--- src/hw/rtl/column_melt_wipe_defines.svh ---
// Assertion macros shared by the column melt wipe RTL.
// CMW_ASSERT expects clk_i and rst_ni in scope where it is used; CMW_ASSERT_ALWAYS needs only clk_i.
`ifndef COLUMN_MELT_WIPE_DEFINES_SVH
`define COLUMN_MELT_WIPE_DEFINES_SVH

// Checked on every rising edge while reset is released.
`define CMW_ASSERT(lbl, prop, msg) \
  lbl: assert property (@(posedge clk_i) disable iff (!rst_ni) (prop)) else $error(msg);

// Checked on every rising edge, also while reset is held.
`define CMW_ASSERT_ALWAYS(lbl, prop, msg) \
  lbl: assert property (@(posedge clk_i) (prop)) else $error(msg);

`endif

--- src/hw/rtl/cmw_pkg.sv ---
// Shared types, constants and helpers for the column melt wipe block.
// Has no dependencies; used by cmw_col_mem, cmw_update and column_melt_wipe.
package cmw_pkg;

  localparam int unsigned ColumnsDefault = 512;
  localparam int unsigned MaxRowsDefault = 1024;

  localparam int unsigned ColW    = 9;
  localparam int unsigned PosW    = 12;
  localparam int unsigned RowsW   = 11;
  localparam int unsigned StepW   = 7;
  localparam int unsigned RandW   = 8;
  localparam int unsigned SeedW   = 5;
  localparam int unsigned CfgIdxW = 1;

  // Input mode codes.
  localparam logic [1:0] ModeSeedFirst = 2'd0;
  localparam logic [1:0] ModeSeedNext  = 2'd1;
  localparam logic [1:0] ModeAdvance   = 2'd2;
  localparam logic [1:0] ModeUnused    = 2'd3;

  // Configuration register indexes.
  localparam logic [CfgIdxW-1:0] CfgScreenHeight = 1'd0;
  localparam logic [CfgIdxW-1:0] CfgFastStep     = 1'd1;

  localparam logic [RowsW-1:0] ScreenHeightReset = 11'd200;
  localparam logic [StepW-1:0] FastStepReset     = 7'd8;

  // Rows below this threshold drop by position+1 per advance.
  localparam logic signed [PosW:0] SlowZone = 13'sd16;

  typedef struct packed {
    logic signed [PosW-1:0] old_position;
    logic signed [PosW-1:0] new_position;
    logic [RowsW-1:0]       copy_rows;
    logic                   column_busy;
  } cmw_res_t;

  // A byte modulo 3: base-4 digits sum to the same residue since 4 is 1 mod 3.
  function automatic logic [1:0] mod3_byte(input logic [RandW-1:0] v);
    logic [3:0] s;
    logic [1:0] r;
    s = 4'(v[1:0]) + 4'(v[3:2]) + 4'(v[5:4]) + 4'(v[7:6]);
    case (s)
      4'd0, 4'd3, 4'd6, 4'd9, 4'd12: r = 2'd0;
      4'd1, 4'd4, 4'd7, 4'd10:       r = 2'd1;
      4'd2, 4'd5, 4'd8, 4'd11:       r = 2'd2;
      default:                       r = 2'd0;
    endcase
    return r;
  endfunction

endpackage

--- src/hw/rtl/cmw_update.sv ---
// Next-position logic for one item: seeding and advancing a column.
// Depends on cmw_pkg for widths, mode codes and the result struct.
module cmw_update #(
  parameter int unsigned MAX_ROWS = cmw_pkg::MaxRowsDefault
) (
  input  logic [1:0]                       mode_i,
  input  logic [cmw_pkg::RandW-1:0]        random_value_i,
  input  logic signed [cmw_pkg::PosW-1:0]  cur_position_i,
  input  logic signed [cmw_pkg::SeedW-1:0] prev_seed_i,
  input  logic [cmw_pkg::RowsW-1:0]        screen_height_i,
  input  logic [cmw_pkg::StepW-1:0]        fast_step_i,
  output cmw_pkg::cmw_res_t                res_o,
  output logic                             seed_we_o,
  output logic signed [cmw_pkg::SeedW-1:0] seed_d_o
);
  import cmw_pkg::*;

  logic [RowsW-1:0]         height;
  logic signed [PosW:0]     hw;
  logic signed [PosW:0]     oldw;
  logic signed [PosW:0]     dy_raw;
  logic signed [PosW:0]     dy;
  logic signed [PosW:0]     sum;
  logic signed [SeedW-1:0]  seed_first;
  logic signed [SeedW:0]    seed_next_raw;
  logic signed [SeedW-1:0]  seed_next;

  assign height = (int'(screen_height_i) > MAX_ROWS) ? RowsW'(MAX_ROWS) : screen_height_i;
  assign hw     = $signed({2'b00, height});
  assign oldw   = (PosW+1)'(cur_position_i);

  always_comb begin
    dy_raw = (oldw < SlowZone) ? oldw + 13'sd1 : $signed({6'b0, fast_step_i});
    sum    = oldw + dy_raw;
    dy     = (sum >= hw) ? hw - oldw : dy_raw;
  end

  assign seed_first    = -$signed({1'b0, random_value_i[3:0]});
  assign seed_next_raw = (SeedW+1)'(prev_seed_i) + $signed({4'b0, mod3_byte(random_value_i)})
                         - 6'sd1;

  always_comb begin
    if (seed_next_raw > 6'sd0) begin
      seed_next = '0;
    end else if (seed_next_raw == -6'sd16) begin
      seed_next = -5'sd15;
    end else begin
      seed_next = SeedW'(seed_next_raw);
    end
  end

  always_comb begin
    res_o     = '0;
    seed_we_o = 1'b0;
    seed_d_o  = prev_seed_i;
    case (mode_i)
      ModeSeedFirst: begin
        seed_we_o          = 1'b1;
        seed_d_o           = seed_first;
        res_o.new_position = PosW'(seed_first);
        res_o.old_position = PosW'(seed_first);
        res_o.column_busy  = 1'b1;
      end
      ModeSeedNext: begin
        seed_we_o          = 1'b1;
        seed_d_o           = seed_next;
        res_o.new_position = PosW'(seed_next);
        res_o.old_position = PosW'(seed_next);
        res_o.column_busy  = 1'b1;
      end
      ModeAdvance: begin
        res_o.old_position = cur_position_i;
        res_o.new_position = cur_position_i;
        res_o.column_busy  = 1'b1;
        if (cur_position_i < 0) begin
          res_o.new_position = cur_position_i + 12'sd1;
        end else if (oldw < hw) begin
          res_o.new_position = PosW'(oldw + dy);
          res_o.copy_rows    = RowsW'(dy);
        end else begin
          // Already fully melted: nothing moves.
          res_o.column_busy = 1'b0;
        end
      end
      default: begin
        res_o.old_position = cur_position_i;
        res_o.new_position = cur_position_i;
      end
    endcase
  end

endmodule

--- config.mk ---
export PLATFORM = sky130hd
export DESIGN_NAME = cmw_update
export DESIGN_NICKNAME = d
export VERILOG_FILES = /design/src/hw/rtl/column_melt_wipe_defines.svh /design/src/hw/rtl/cmw_pkg.sv /design/src/hw/rtl/cmw_update.sv
export SDC_FILE = /design/constraint.sdc
export NUM_CORES = 1
export LEC_CHECK = 0
export BUFFER_PORTS_ARGS = -buffer_cell sky130_fd_sc_hd__buf_2
export CORE_MARGIN = 2
export CORE_UTILIZATION = 38
export DETAILED_ROUTE_END_ITERATION = 12
export SLEW_MARGIN = 20
export SYNTH_ARGS = -nofsm -noshare
export SYNTH_HDL_FRONTEND = slang
export SYNTH_SLANG_ARGS = --single-unit
--- constraint.sdc ---
create_clock -name vclk -period 11.58
set_input_delay 2.316 -clock vclk [all_inputs]
set_output_delay 2.316 -clock vclk [all_outputs]
set_load 0.03 [all_outputs]
### Yosys cells after proc, flatten, opt, wreduce, memory -nomap -nowiden

Memories as Yosys holds them, arrays and structs flattened.
Cells that the tools add are included.

* reduce and logical (&&, ||, !) cells: 2
* equality and inequality tests: 3
* multiplexer cells: 14
* $add $sub $neg: 11
* order comparisons: 6

Operators by type and width (count)
* $pmux 24 s3: 1
* $mux 12: 3
* $mux 23: 1
* $mux 11: 2
* $add 12x13->13: 1
* $add 12x2->13 const B: 1
* $ge 13x12->1: 1
* $mux 13: 1
* $add 12x12->12: 1
* $add 12x2->12 const B: 1
* $lt 12x1->1 const B: 1
* $lt 12x12->1: 1
* $lt 12x6->1 const B: 1
* $sub 12x12->12: 1
* $gt 11x11->1 const B: 1
* $mux 5: 2
* $pmux 5 s2: 1
* $add 5x3->6: 1
* $eq 6x5->1 const B: 1
* $gt 6x1->1 const B: 1
* $sub 6x2->6 const B: 1
* $neg 4->5: 1
* $add 3x2->4: 1
* $add 4x2->4: 1
* other kinds (7): 8

* register bits after elaboration: 0
* ROM bits: 32
* memories kept: 1
* output and inout bits: 42

Memories
* (no name shown): depth 16, width 2, read ports 1, clocked after Yosys merged registers in 0, write ports 0, line cmw_pkg.sv:44 `case (s)`

### Depth between registers and ports, before layout

An unclocked memory read counts as a cell.

* depth after elaboration: 10
* mapped depth: 33
* gate-level depth less buffers: 31

### Least setup slack after synthesis

No wires, ideal clock.

* path type: input-to-output
* from: in cur_position_i[4] (netlist bit)
* to: out res_o[22] (netlist bit)
* arrival: 9.162 ns
* data required time: 9.264 ns
* stages on the path: 33
* path buffers: 2
* setup slack: 0.102 ns
* cells stage by stage: inv_1 -> a41oi_1 -> clkbuf_1 -> nor2_1 -> a21oi_1 -> inv_1 -> ha_1 -> fa_1 -> a211oi_1 -> o21a_1 -> a211oi_1 -> nor2_1 -> o21bai_1 -> a21oi_1 -> xnor2_1 -> ha_1 -> a2111o_1 -> a21oi_1 -> a21oi_1 -> nor4bb_1 -> nor3_4 -> buf_6 -> mux2i_1 -> ha_1 -> fa_1 -> a21o_1 -> a211oi_1 -> nor2_1 -> o41a_1 -> a21o_1 -> a21oi_1 -> xor2_1 -> o221ai_1

RTL lines
* start, declared: line cmw_update.sv:8 `input logic signed [cmw_pkg::PosW-1:0] cur_position_i,`
* end, declared: line cmw_update.sv:12 `output cmw_pkg::cmw_res_t res_o,`

==> impl_results.md <==
* Worst ir drop on vdd at 0.03402 mV
* Share of cells above drive strength 1 at 24.11%
* Critical path depth at 32
* Post-CTS Hold Buffers at 0
* Highest-delay cell along the critical path: a2111o_1
* Seq/Total Area, Yosys at 0%
* Critical Path Source Type: input port
* Post-Route WL at 10,910 um
* Total number of yosys warnings at 0
* # DRC at 0
* Hold Vio Cnt, Final at 0
* RD Place Congestion at 0.9417
* Die ar. at 9478 sq um
* Final worst setup slack at 0.4161 ns
* Pin count of the biggest net entering global routing at 23
* Die extent in x at 97.36 um
* Syn_nets at 582
* GRT Util Overall at 22.30%
* DP Worst Slack at 0.03717 ns
* Top cell family by delay on the critical path: compound AO/OA/AOI/OAI gates
* Crit path time final at 11.16 ns
* Slew Limit Fails at 0
* Worst EP arrival at 8.85 ns
* Area fraction of the dominant cell type after synthesis at 21.16%
* Layout clock buffer count at 0
* Nets at 675
* Post-DRT Antenna Nets at 0
* Hpwl dp at 9314 um
* Synth area leaders: ha_1 21%, xnor2_1 7.7%, a21oi_1 5.9%
* Initial Util at 38.54%
* # IOs at 87
* Avg Vias per Cell at 5.701
* Max_cap viols at 0
* Worst Tran Pin Value at 1.050 ns
* Vias at 3,831
* Core box area at 8593 sq um
* Sequential cells at 0
* Min-delay worst type: in2out
* FP Rows at 34
* Final setup vio count at 0
* Overall overflow remaining after global route at 0
* Fillers at 920
* CP max FO at 5
* Initial antenna violation count at 0
* Critical path endpoint: res_o[22]
* Crit path largest cell delay at 0.42 ns
* Period Utilization, post-route at 96.41%
* Mapped Area at 3312 sq um
* Starting DRT DRC Count at 207
* Count of cell types in the netlist at 58
* Worst path bufs/invs at 4
* First-pass GRT wire length at 17,910 um
* Mapped Avg Cell Area at 7.002 sq um
* Register Area at 0 sq um
* # port buffers at 87
* Synth Instances at 473
* Largest area contributor in the netlist: ha_1
* Critical path class: in2out
* Routed wire per std cell at 16.24 um
* DR pass1 iterations at 6
* Worst EP required at 9.26 ns
* Slew margin rel. at 29.71%
* Die Ht at 97.36 um
* Setup crit end kind: output pin
* CP startpoint: cur_position_i[5]
* FMAX at 89.57 MHz
* Pwr dens at 86.85 nW/um^2
* Number of diodes at 0
* LEAKAGE at 2.039 nW
* Vias in the first global route at 3,703
* Status: completed
* Synth-to-Final Area Change at 21.34%
* Final core occ at 46.77%
==> worst min-delay path by stage <==
stage | startpoint | to | depth (start not counted)
final | prev_seed_i[4] | seed_d_o[4] | 4
after global routing | prev_seed_i[4] | seed_d_o[4] | 4
after CTS | prev_seed_i[4] | seed_d_o[4] | 4
after detailed placement | prev_seed_i[4] | seed_d_o[4] | 4
after global placement | prev_seed_i[1] | seed_d_o[1] | 4
after floorplan | cur_position_i[0] | res_o[24] | 2
==> cells in the mapped netlist, types with 10 or more instances <==
cell type   n
inv_1      47
o21ai_0    30
xor2_1     10
nor3_1     12
nor2_1     40
ha_1       56
a21oi_1    39
a21o_1     13
mux2_2     11
xnor2_1    29
nand2_1    44
clkbuf_1   11
==> power by group <==
| group | switching, mW | total [mW] | internal (mW) |
|---|---|---|---|
| combinational | 0.206 | 0.349 | 0.143 |
| clock | 0 | 0 | 0 |
| sequential | 0 | 0 | 0 |
| total | 0.206 | 0.349 | 0.143 |
==> layout make-up <==
type / instances / area [sq um] / share of cell area (%)
multi-input combinational: 410 / 3123 / 77.71
inverter: 48 / 180.2 / 4.483
timing repair buffer: 106 / 580.6 / 14.45
tap: 108 / 135.1 / 3.362
==> kinds of logic after synthesis <==
group | after synthesis | synth area share, %
compound gates | 144 | 29.35
xor+xnor | 39 | 10.31
fa+ha+maj | 64 | 25.99
buf+inv | 63 | 7.631
mux | 15 | 4.949
simple gates | 148 | 21.76
==> stage by stage <==
step                      std cells  hold WS [ns]   TNS, ns  cell area [sq um]  power, mW
after CTS                       668         5.024         0               3923     0.3391
after global placement          668         5.014         0               3923     0.3340
after floorplan                 473         4.857         0               3312     0.2533
final                           672         5.023         0               4019     0.3491
after global routing            672         5.040  -0.01297               4019     0.3865
after detailed placement        668         5.023         0               3923     0.3370
==> cells in the final DEF (no fill, tap or decap), drive strengths merged, types with 3 or more instances in the layout <==
cell / count
buf: 106
ha: 56
inv: 47
nand2: 44
nor2: 40
a21oi: 39
o21ai: 30
xnor2: 29
a21o: 13
nor3: 13
mux2: 11
xor2: 10
nand3: 8
and3: 8
and2: 8
fa: 8
o21a: 7
o211ai: 7
o221ai: 7
a211oi: 7
a22oi: 6
nor4: 5
nand2b: 4
nand4: 4
o31ai: 4
mux2i: 4
and4: 4
a31oi: 4
nor2b: 3
==> routing by layer <==
metal  up-vias  GRT usage, %  routed length, um
met5         -             0                  0
met3        18         2.302                722
met1      1769         30.53               4859
met2       143         38.25               5093
met4         0         4.380                234
li1       1901             -                  -
==> timing repair <==
item / CTS / global route
gates resized for setup: 0 / 18
buffers inserted: 0 / 4
endpoints found under the setup margin: 0 / 7
(Power assumes the default switching activity.)
